**src/hw/rtl/sap_pkg.sv**
```systemverilog
// Shared types and constants for the section address placer.
// Used by sap_overlap and the top level; depends on nothing.
`timescale 1ns / 1ps
`default_nettype none

package sap_pkg;

  localparam int ADDR_W           = 16;
  localparam int END_W            = ADDR_W + 1;
  localparam int MAX_SECTIONS_DEF = 16;

  localparam logic [ADDR_W-1:0] LIMIT_RESET = 16'hFF00;

  localparam logic [1:0] ST_PLACED  = 2'd0;
  localparam logic [1:0] ST_OVERLAP = 2'd1;
  localparam logic [1:0] ST_NO_ROOM = 2'd2;
  localparam logic [1:0] ST_FULL    = 2'd3;

  localparam logic REQ_FIXED = 1'b0;
  localparam logic REQ_AUTO  = 1'b1;

  // One held range, closed at both ends.
  typedef struct packed {
    logic [END_W-1:0]  hi;
    logic [ADDR_W-1:0] lo;
  } range_t;

endpackage

`default_nettype wire

```
**src/hw/rtl/sap_ram.sv**
```systemverilog
// Generic single-write, single-read RAM with a registered read port.
// Depends on nothing.
`timescale 1ns / 1ps
`default_nettype none

module sap_ram #(
  parameter int WIDTH = 8,
  parameter int DEPTH = 16,
  localparam int AW = (DEPTH > 1) ? $clog2(DEPTH) : 1
) (
  input  wire logic             clk,
  input  wire logic             we,
  input  wire logic [AW-1:0]    waddr,
  input  wire logic [WIDTH-1:0] wdata,
  input  wire logic [AW-1:0]    raddr,
  output logic      [WIDTH-1:0] rdata
);

  logic [WIDTH-1:0] mem [DEPTH];

  always_ff @(posedge clk) begin
    if (we) begin
      mem[waddr] <= wdata;
    end
    rdata <= mem[raddr];
  end

endmodule

`default_nettype wire

```
**src/hw/rtl/sap_overlap.sv**
```systemverilog
// Shared overlap comparator: tests a candidate range against one held range.
// Depends on sap_pkg for the range type.
`timescale 1ns / 1ps
`default_nettype none

module sap_overlap
  import sap_pkg::*;
(
  input  wire range_t held,
  input  wire range_t cand,
  output logic        hit
);

  // Closed ranges overlap when each one starts no later than the other ends.
  assign hit = ({1'b0, held.lo} <= cand.hi) && ({1'b0, cand.lo} <= held.hi);

endmodule

`default_nettype wire

```
**src/hw/rtl/section_address_placer_top.sv**
```systemverilog
// Top level of the section address placer: sequencer, range table and limit register.
// Depends on sap_pkg, sap_ram and sap_overlap.
`timescale 1ns / 1ps
`default_nettype none

// Usage
// A request is a transfer on the input channel: it is taken at a rising edge
// with start high and busy low. A fixed request (in_req_type 0) reserves
// in_fixed_address through in_fixed_address + in_section_size, both ends
// included. An automatic request (in_req_type 1) tries bases from
// upper_limit - 1 downward in steps of the size.
// Every request gives exactly one result transfer: out_valid is high for one
// cycle with out_placed_address and out_status; the receiver cannot stall it.
// busy stays high from the cycle after the request through the result cycle.
// A full table, or for an automatic request a zero size or a limit below two,
// goes from the accepting cycle straight to the result. A fixed request passes
// through the test state, then for each held range a table read and a compare
// through the shared overlap unit, and then the result.
// An automatic request adds, for every candidate it rejects, the limit test,
// the compares and a step to the next candidate. The table read port and the
// single comparator make the compares go one held range at a time.
// Reset (rst_n low, synchronous) empties the table and sets upper_limit to
// 0xFF00. cfg_we writes upper_limit and must only be used while busy is low.
module section_address_placer_top
  import sap_pkg::*;
#(
  parameter int MAX_SECTIONS = MAX_SECTIONS_DEF
) (
  input  wire logic              clk,
  input  wire logic              rst_n,
  input  wire logic              start,
  output logic                   busy,
  input  wire logic              in_req_type,
  input  wire logic [ADDR_W-1:0] in_fixed_address,
  input  wire logic [ADDR_W-1:0] in_section_size,
  output logic                   out_valid,
  output logic      [ADDR_W-1:0] out_placed_address,
  output logic      [1:0]        out_status,
  input  wire logic              cfg_we,
  input  wire logic [ADDR_W-1:0] cfg_wdata
);

  localparam int AW = (MAX_SECTIONS > 1) ? $clog2(MAX_SECTIONS) : 1;
  localparam int CW = $clog2(MAX_SECTIONS + 1);

  typedef enum logic [5:0] {
    S_IDLE  = 6'b000001,
    S_TEST  = 6'b000010,
    S_FETCH = 6'b000100,
    S_CMP   = 6'b001000,
    S_STEP  = 6'b010000,
    S_DONE  = 6'b100000
  } state_t;

  state_t            state_r, state_nxt;
  logic [ADDR_W-1:0] limit_r;
  logic [CW-1:0]     held_r, held_nxt;
  logic [AW-1:0]     idx_r, idx_nxt;
  logic              kind_r, kind_nxt;
  logic [ADDR_W-1:0] size_r, size_nxt;
  range_t            cand_r, cand_nxt;
  logic [ADDR_W-1:0] addr_r, addr_nxt;
  logic [1:0]        status_r, status_nxt;

  logic              tbl_we;
  range_t            tbl_rdata;
  logic              hit;
  logic              idx_last;
  logic              full;
  logic [END_W-1:0]  step_diff;

  sap_ram #(
    .WIDTH ($bits(range_t)),
    .DEPTH (MAX_SECTIONS)
  ) u_table (
    .clk   (clk),
    .we    (tbl_we),
    .waddr (held_r[AW-1:0]),
    .wdata (cand_r),
    .raddr (idx_r),
    .rdata (tbl_rdata)
  );

  sap_overlap u_overlap (
    .held (tbl_rdata),
    .cand (cand_r),
    .hit  (hit)
  );

  assign idx_last  = (CW'(idx_r) + CW'(1)) == held_r;
  assign full      = held_r == CW'(MAX_SECTIONS);
  assign step_diff = {1'b0, cand_r.lo} - {1'b0, size_r};

  always_comb begin
    state_nxt  = state_r;
    held_nxt   = held_r;
    idx_nxt    = idx_r;
    kind_nxt   = kind_r;
    size_nxt   = size_r;
    cand_nxt   = cand_r;
    addr_nxt   = addr_r;
    status_nxt = status_r;
    tbl_we     = 1'b0;

    case (state_r)
      S_IDLE: begin
        if (start) begin
          kind_nxt  = in_req_type;
          size_nxt  = in_section_size;
          addr_nxt  = '0;
          if (in_req_type == REQ_FIXED) begin
            cand_nxt.lo = in_fixed_address;
            cand_nxt.hi = {1'b0, in_fixed_address} + {1'b0, in_section_size};
          end else begin
            cand_nxt.lo = limit_r - ADDR_W'(1);
            cand_nxt.hi = {1'b0, limit_r - ADDR_W'(1)} + {1'b0, in_section_size};
          end
          if (full) begin
            status_nxt = ST_FULL;
            state_nxt  = S_DONE;
          end else if (in_req_type == REQ_AUTO &&
                       (in_section_size == '0 || limit_r <= ADDR_W'(1))) begin
            status_nxt = ST_NO_ROOM;
            state_nxt  = S_DONE;
          end else begin
            state_nxt = S_TEST;
          end
        end
      end

      S_TEST: begin
        idx_nxt = '0;
        if (kind_r == REQ_AUTO && cand_r.hi >= {1'b0, limit_r}) begin
          state_nxt = S_STEP;
        end else if (held_r == '0) begin
          tbl_we     = 1'b1;
          held_nxt   = held_r + CW'(1);
          addr_nxt   = cand_r.lo;
          status_nxt = ST_PLACED;
          state_nxt  = S_DONE;
        end else begin
          state_nxt = S_FETCH;
        end
      end

      S_FETCH: begin
        state_nxt = S_CMP;
      end

      S_CMP: begin
        if (hit) begin
          if (kind_r == REQ_FIXED) begin
            status_nxt = ST_OVERLAP;
            state_nxt  = S_DONE;
          end else begin
            state_nxt = S_STEP;
          end
        end else if (idx_last) begin
          tbl_we     = 1'b1;
          held_nxt   = held_r + CW'(1);
          addr_nxt   = cand_r.lo;
          status_nxt = ST_PLACED;
          state_nxt  = S_DONE;
        end else begin
          idx_nxt   = idx_r + AW'(1);
          state_nxt = S_FETCH;
        end
      end

      S_STEP: begin
        // The next candidate ends where the current one begins.
        if (step_diff[END_W-1] || step_diff[ADDR_W-1:0] == '0) begin
          status_nxt = ST_NO_ROOM;
          state_nxt  = S_DONE;
        end else begin
          cand_nxt.lo = step_diff[ADDR_W-1:0];
          cand_nxt.hi = {1'b0, cand_r.lo};
          state_nxt   = S_TEST;
        end
      end

      S_DONE: begin
        state_nxt = S_IDLE;
      end

      default: begin
        state_nxt = S_IDLE;
      end
    endcase
  end

  always_ff @(posedge clk) begin
    if (!rst_n) begin
      state_r <= S_IDLE;
      held_r  <= '0;
      limit_r <= LIMIT_RESET;
    end else begin
      state_r <= state_nxt;
      held_r  <= held_nxt;
      if (cfg_we) begin
        limit_r <= cfg_wdata;
      end
    end
  end

  always_ff @(posedge clk) begin
    idx_r    <= idx_nxt;
    kind_r   <= kind_nxt;
    size_r   <= size_nxt;
    cand_r   <= cand_nxt;
    addr_r   <= addr_nxt;
    status_r <= status_nxt;
  end

  assign busy               = state_r != S_IDLE;
  assign out_valid          = state_r == S_DONE;
  assign out_placed_address = addr_r;
  assign out_status         = status_r;

  // The result strobe lasts a single cycle.
  a_strobe_single: assert property (@(posedge clk) disable iff (!rst_n)
    out_valid |=> !out_valid)
    else $error("result strobe held longer than one cycle");

  // An accepted request keeps the block busy in the next cycle.
  a_accept_busy: assert property (@(posedge clk) disable iff (!rst_n)
    (start && !busy) |=> busy)
    else $error("request accepted but block not busy");

  // Only a placed section reports a nonzero address.
  a_addr_zero: assert property (@(posedge clk) disable iff (!rst_n)
    (out_valid && out_status != ST_PLACED) |-> out_placed_address == '0)
    else $error("refused request reports an address");

  // The table never holds more ranges than it has entries, and grows only on placement.
  a_held_grow: assert property (@(posedge clk) disable iff (!rst_n)
    (held_r != $past(held_r)) |-> (out_valid && out_status == ST_PLACED &&
                                   held_r <= CW'(MAX_SECTIONS)))
    else $error("held count changed without a placement");

endmodule

`default_nettype wire
```
**config.mk**
```make
export PLATFORM = sky130hd
export DESIGN_NAME = section_address_placer_top
export DESIGN_NICKNAME = d
export VERILOG_FILES = /design/src/hw/rtl/sap_pkg.sv /design/src/hw/rtl/sap_ram.sv /design/src/hw/rtl/sap_overlap.sv /design/src/hw/rtl/section_address_placer_top.sv
export SDC_FILE = /design/constraint.sdc
export NUM_CORES = 1
export LEC_CHECK = 0
export CORE_UTILIZATION = 55
export CTS_CLUSTER_SIZE = 14
export DETAILED_ROUTE_END_ITERATION = 10
export DONT_BUFFER_PORTS = 1
export PLACE_DENSITY = 0.73
export SLEW_MARGIN = 10
export SYNTH_ARGS = -nofsm -noshare
export SYNTH_HDL_FRONTEND = slang
export SYNTH_HIERARCHICAL = 1
export SYNTH_SLANG_ARGS = --single-unit
```
**constraint.sdc**
```tcl
create_clock -name clk -period 5.8 [get_ports clk]
set_clock_uncertainty 0.1 [all_clocks]
set_input_delay 0.29 -clock clk [delete_from_list [all_inputs] [get_ports clk]]
set_output_delay 0.29 -clock clk [all_outputs]
set_load 0.03 [all_outputs]
```
==> flow_summary.toml, run 1 <==
[outcome]
run_status = "finished, final reports clean"

[hold_path]
hp-class = "primary input to flip-flop"

[floorplan]
ios = 73
die_w_um = 228.1
rows = 82
core_um2 = 50270
die_y_um = 228.1
initial_core_util_pct = 55.91
die-area_um2 = 52010

[placed_design]
place_area_um2 = 29070
gp_congestion = 0.9210
place_ws_ns = 1.185
numPortBuffers = 0
dp_hpwl_um = 41810

[clock_network]
cts.htree.levels = 3
clk_path_buf_depth = 3
cts_tree = "done"
cts-root-buf = "clkbuf_16"
cts_buffers = 66
numClockSinks = 660
path_clk_slew_ns = 0.06
clock_latency_ns = 0.60

[global_route]
grt_max_degree = 69
grt_util_met1_pct = 35.38
antenna_found_initial = 0
grt_pass1_wl_um = 102200
grt.total_usage_pct = 26.82
grtUsageMet2_pct = 44.27
grt_pass1_vias = 16320
grt.overflow.total = 0
top_usage_layer = "met2"
grt_use_met3_pct = 4.363

[worst_setup_path]
crit_family = "compound AO/OA/AOI/OAI gates"
crit_fanout = 24
worst-path-buf-inv = 2
crit_required_ns = 5.98
arrival_ns = 4.96
setup.worst_path.end_class = "flip-flop"
crit_chain = "inv_1, ha_1, a21oi_1, o21ai_1, a2111oi_0, o22ai_1, a22oi_1, nor2_1, nand2b_1, o31a_1, o21ai_2, nand3b_1, nor2_4, buf_4"
cp-start-kind = "flip-flop"
cp_slowest_stage_delay_ns = 0.86
criticalPathCategory = "flip-flop to flip-flop"
slowest_stage = "edfxtp_1"

[power_and_ir_drop]
ir_drop_mv = 0.2451
clkPwrFrac_pct = 35.8
switching_share_pct = 26.51
p_leak_nw = 10.90
combPwrFrac_pct = 13.8
power.net_switching_w = 0.003181
p_per_area_nw_per_um2 = 379.6
total_power_w = 0.01200
internal-power_w = 0.008817
seq_power_share_pct = 50.4

[drt]
viasPerCell = 6.375
dr.pass1.iters = 5
routed_wl_um = 68250
first_iter_violations = 1878
wire_per_inst_um = 27.43
drcViolationCount = 0
routed-via-count = 15860
ant_nets = 0

[sta]
fin_crit_sh_pct = 82.56
setup_violations = 0
max-slew-margin-rel_pct = 17.61
period_minus_slack_ns = 4.789
setup-tns-final_ns = 0
drv_slew = 0
worst_slack_ns = 1.011
worst_pin_slew_ns = 1.233
grt_setup_unrepaired = "no"
timing.fmax_mhz = 208.8
hold_viol = 0

[synthesis]
synth_area_leaders = "edfxtp_1 (64%), mux4_2 (9.1%), dfxtp_1 (4.3%)"
synth-seq-area-share_pct = 68.38
syn_inst = 1692
syn_area_um2 = 28110
ys.flop_type = "edfxtp_1"
synth-edff-count = 600
synth_top_area_share_pct = 64.10
synth_seq_cells = 660
yosysTopAreaCell = "edfxtp_1"
yosys_warnings = 6
synth_nets = 1832
synth.distinct_cells = 87
async_flop_share_pct = 0
avgSynthCellArea_um2 = 16.61

[cells_and_area]
final_util_pct = 62.87
drive_gt1_share_pct = 15.97
area_growth_syn_to_layout_pct = 12.45
fin_nets = 1907
final_cell_area_um2 = 31610
layout_common_cells = "edfxtp_1 (600), mux4_2 (113), nand2_1 (103)"
final_common_cell = "edfxtp_1"
n_antenna_cell = 0

[run]
drv_cap = 0
-- final timing paths --
check	startpoint	end	slack, ns	depth (start not counted)
hold / removal	in_req_type	cand_r[0]	0.04	3
hold reg to reg	limit_r[15]	limit_r[15]	0.45	2
setup reg to reg	cand_r[18]	u_table/mem[5][13]	1.01	14
setup / recovery	cand_r[18]	u_table/mem[5][13]	1.01	14
-- Yosys cell counts (5+ instances only) --
master,instances
a211oi_1,6
a21o_1,12
a21oi_1,53
a22oi_1,68
a31oi_1,9
and2_1,5
and3_1,7
buf_1,5
buf_12,6
buf_2,14
clkbuf_1,42
dfxtp_1,60
edfxtp_1,600
ha_1,85
inv_1,86
mux2i_1,10
mux4_1,19
mux4_2,113
nand2_1,103
nand2b_1,6
nand3_1,21
nand3b_1,10
nand4_1,6
nor2_1,84
nor2b_1,25
nor3_1,25
nor4_1,9
o2111ai_1,6
o211ai_1,14
o21a_1,11
o21ai_0,37
o21bai_1,5
o31ai_1,9
or3_1,5
xnor2_1,24
xor2_1,9
-- logic make-up (layout without fill, tap and decap cells) --
family          after synthesis  count (layout)  share of synthesized area (%)
fa+ha+maj                    87              87                          3.926
mux                         144             144                          11.27
buf+inv                     158             282                          2.653
simple gates                331             331                          5.809
flops                       660             660                          68.38
compound gates              278             278                          6.855
xor+xnor                     34              34                          1.113
-- worst register-to-register path, cell delays in order, from the launching register on --
cell       delay [ns]
edfxtp_1         0.86
inv_1            0.11
ha_1             0.31
a21oi_1          0.15
o21ai_1          0.09
a2111oi_0        0.64
o22ai_1          0.22
a22oi_1          0.50
nor2_1           0.13
nand2b_1         0.12
o31a_1           0.15
o21ai_2          0.19
nand3b_1         0.40
nor2_4           0.16
buf_4            0.33
-- registers in the layout, summed over array words and instances (netlist names) --
name                count
size_r                 16
kind_r                  1
out_status              2
idx_r                   4
limit_r                16
cand_r                 33
state_r                 6
held_r                  5
u_table/mem           528
out_placed_address     16
u_table/rdata          33
-- power groups by stage --
stage / clock [W] / sequential, W / combinational (W)
final: 0.00429 / 0.00605 / 0.00166
after global routing: 0.00453 / 0.00608 / 0.00179
after CTS: 0.00435 / 0.00605 / 0.00163
after detailed placement: 0 / 0.00615 / 0.00159
after global placement: 0 / 0.00613 / 0.00156
after floorplan: 0 / 0.00602 / 0.00110
-- timing repair --
action | CTS | global route
buffers inserted | 0 | 0
hold endpoints to repair | 43 | 0
hold buffers | 36 | 0
setup endpoints to repair | 0 | 0
gates resized for setup | 0 | 0
-- per-stage QoR --
step / instances / hold slack (ns)
after floorplan: 1692 / 0.2889
after CTS: 2488 / 0.005424
after global placement: 2335 / 0.2892
after detailed placement: 2335 / 0.2892
after global routing: 2488 / 0.03085
final: 2488 / 0.03663
-- layout make-up --
cell class	instances	area, um2
fill	3503	18670
clock buffer	89	1852
timing repair buffer	78	750.7
sequential	660	19220
clock inverter	28	322.8
multi-input combinational	874	8295
inverter	87	326.6
tap	672	840.8
-- layer usage --
layer,vias up,part of all wire [%]
met4,0,4.1
met2,732,49
met3,154,7.6
met5,-,0
met1,8098,39
li1,6876,-
Power figures use the tool's default switching activity.
==> inputs of run 2 (changes only) <==
Settings changed: PLACE_DENSITY 0.73 to 0.7.
Clock period 5.8 ns to 5 ns, I/O delays scaled along.
==> flow_summary.toml, run 2 (same netlist as run 1, synthesis figures left out) <==
[drt]
dr.pass1.iters = 5
routed_wl_um = 69100
wire_per_inst_um = 27.63
drcViolationCount = 0
viasPerCell = 6.325
routed-via-count = 15820
ant_nets = 0
first_iter_violations = 1554

[power_and_ir_drop]
switching_share_pct = 26.93
power.net_switching_w = 0.003618
internal-power_w = 0.009813
p_per_area_nw_per_um2 = 425.4
ir_drop_mv = 0.3574
seq_power_share_pct = 51.0
clkPwrFrac_pct = 33.4
combPwrFrac_pct = 15.7
p_leak_nw = 10.85

[placed_design]
gp_congestion = 0.8994
numPortBuffers = 0
place_ws_ns = 0.6970
dp_hpwl_um = 41680

[worst_setup_path]
cp_slowest_stage_delay_ns = 0.80
cp_common_cell = "buf_4"
crit_fanout = 33
worst-path-buf-inv = 3
cp-start-kind = "flip-flop"
crit_chain = "inv_1, ha_1, a21o_1, a221o_1, a31oi_1, o22ai_1, a22oi_1, nor2_1, nand2b_1, o31a_1, o21ai_2, buf_4, nand3b_1, nor3_4, buf_4"
slowest_stage = "edfxtp_1"
setup.worst_path.end_class = "flip-flop"
crit_required_ns = 5.20
criticalPathCategory = "flip-flop to flip-flop"
crit_family = "compound AO/OA/AOI/OAI gates"
arrival_ns = 4.57

[cells_and_area]
largest_reg_flops = 528
layout_common_cells = "edfxtp_1 (600), mux4_2 (113), nand2_1 (103)"
fin_nets = 1919
final_common_cell = "edfxtp_1"
largestRegisters = "u_table/mem x528, cand_r x33, u_table/rdata x33"
n_antenna_cell = 0
area_growth_syn_to_layout_pct = 12.33
drive_gt1_share_pct = 16.35
top_register = "u_table/mem"
fillCellCount = 3595

[sta]
period_minus_slack_ns = 4.372
drv_slew = 0
hold_viol = 0
max-slew-margin-rel_pct = 21.39
timing.fmax_mhz = 228.7
grt_setup_unrepaired = "no"
worst_pin_slew_ns = 1.177
setup_violations = 0
setup-tns-final_ns = 0
worst_slack_ns = 0.6277
fin_crit_sh_pct = 87.45

[global_route]
antenna_found_initial = 1
grt_max_degree = 133
grt_pass1_wl_um = 102500
grt_pass1_vias = 16064
grt.overflow.total = 0
grt.total_usage_pct = 26.83

[floorplan]
ios = 73
die-area_um2 = 52010
die_w_um = 228.1
core_um2 = 50270
initial_core_util_pct = 55.91
rows = 82
die_y_um = 228.1

[clock_network]
cts_tree = "done"
cts_setup_buffers = 0
cts.htree.levels = 2
path_clk_slew_ns = 0.07
clk_path_buf_depth = 3
cts-root-buf = "clkbuf_16"
cts_buffers = 60
clock_latency_ns = 0.62
numClockSinks = 660

[hold_path]
hp-class = "primary input to flip-flop"

[run]
drv_cap = 0

[outcome]
run_status = "finished, final reports clean"
run 2: changes by cell type in the layout (fill, tap and decap cells not counted), moves of 4 or more:
cell           before  now
buf_4              36   46
clkbuf_16          69   61
buf_12              6   10
bufinv_16           7    3
clkbuf_1           15   19
clkbuf_8            5    9
dlygate4sd3_1      36   40
inv_6               4    0
nor3_2              4    0
nor3_4              0    4
run 2: per-layer routing:
metal / part of all wire [%] / track usage, %
met5: 0.013 / 0
met4: 3.1 / 8.305
met3: 7.3 / 4.375
met2: 50 / 45.83
met1: 39 / 35.45
run 2: final cells by class:
type	instances	area [um2]	area share [%]
sequential	660	19220	60.87
clock inverter	23	195.2	0.6182
clock buffer	89	1722	5.453
tap	672	840.8	2.663
multi-input combinational	874	8323	26.36
inverter	87	326.6	1.034
timing repair buffer	96	945.9	2.996
run 2: timing repair:
item / CTS / global route
hold buffers: 40 / 0
resized for setup: 0 / 0
endpoints found under the hold margin: 58 / 0
run 2: metrics by stage:
| stage | hold WS [ns] | std cells | power, W | cell area [um2] | utilization, % |
|---|---|---|---|---|---|
| 2_1_floorplan | 0.2489 | 1692 | 0.008256 | 28130 | - |
| 3_3_place_gp | 0.2491 | 2349 | 0.008955 | 29250 | 58.19 |
| 3_5_place_dp | 0.2492 | 2349 | 0.009009 | 29250 | 58.19 |
| 4_1_cts | 0.005708 | 2501 | 0.01349 | 31570 | 62.80 |
| 5_1_grt | 0.03711 | 2501 | 0.01388 | 31570 | 62.80 |
| 6_report | 0.04080 | 2501 | 0.01343 | 31570 | 62.80 |
run 2: worst reg2reg max path, stage by stage, from the launching register on:
cell and delay [ns]:
edfxtp_1 0.80, inv_1 0.11, ha_1 0.32, a21o_1 0.16
a221o_1 0.33, a31oi_1 0.15, o22ai_1 0.09, a22oi_1 0.53
nor2_1 0.15, nand2b_1 0.13, o31a_1 0.17, o21ai_2 0.07
buf_4 0.20, nand3b_1 0.35, nor3_4 0.05, buf_4 0.31
run 2: final timing paths:
check	startpoint	end	slack [ns]	cells past startpoint
max	cand_r[30]	u_table/mem[4][0]	0.63	15
min	in_req_type	cand_r[6]	0.04	3
max reg2reg	cand_r[30]	u_table/mem[4][0]	0.63	15
min reg2reg	limit_r[4]	limit_r[4]	0.47	2
run 2: power by group through the flow:
| stage | combinational (W) | clock (W) | sequential, W |
|---|---|---|---|
| after floorplan | 0.00127 | 0 | 0.00698 |
| after global placement | 0.00200 | 0 | 0.00695 |
| after detailed placement | 0.00205 | 0 | 0.00696 |
| after CTS | 0.00210 | 0.00455 | 0.00685 |
| after global routing | 0.00228 | 0.00474 | 0.00687 |
| final | 0.00211 | 0.00448 | 0.00685 |
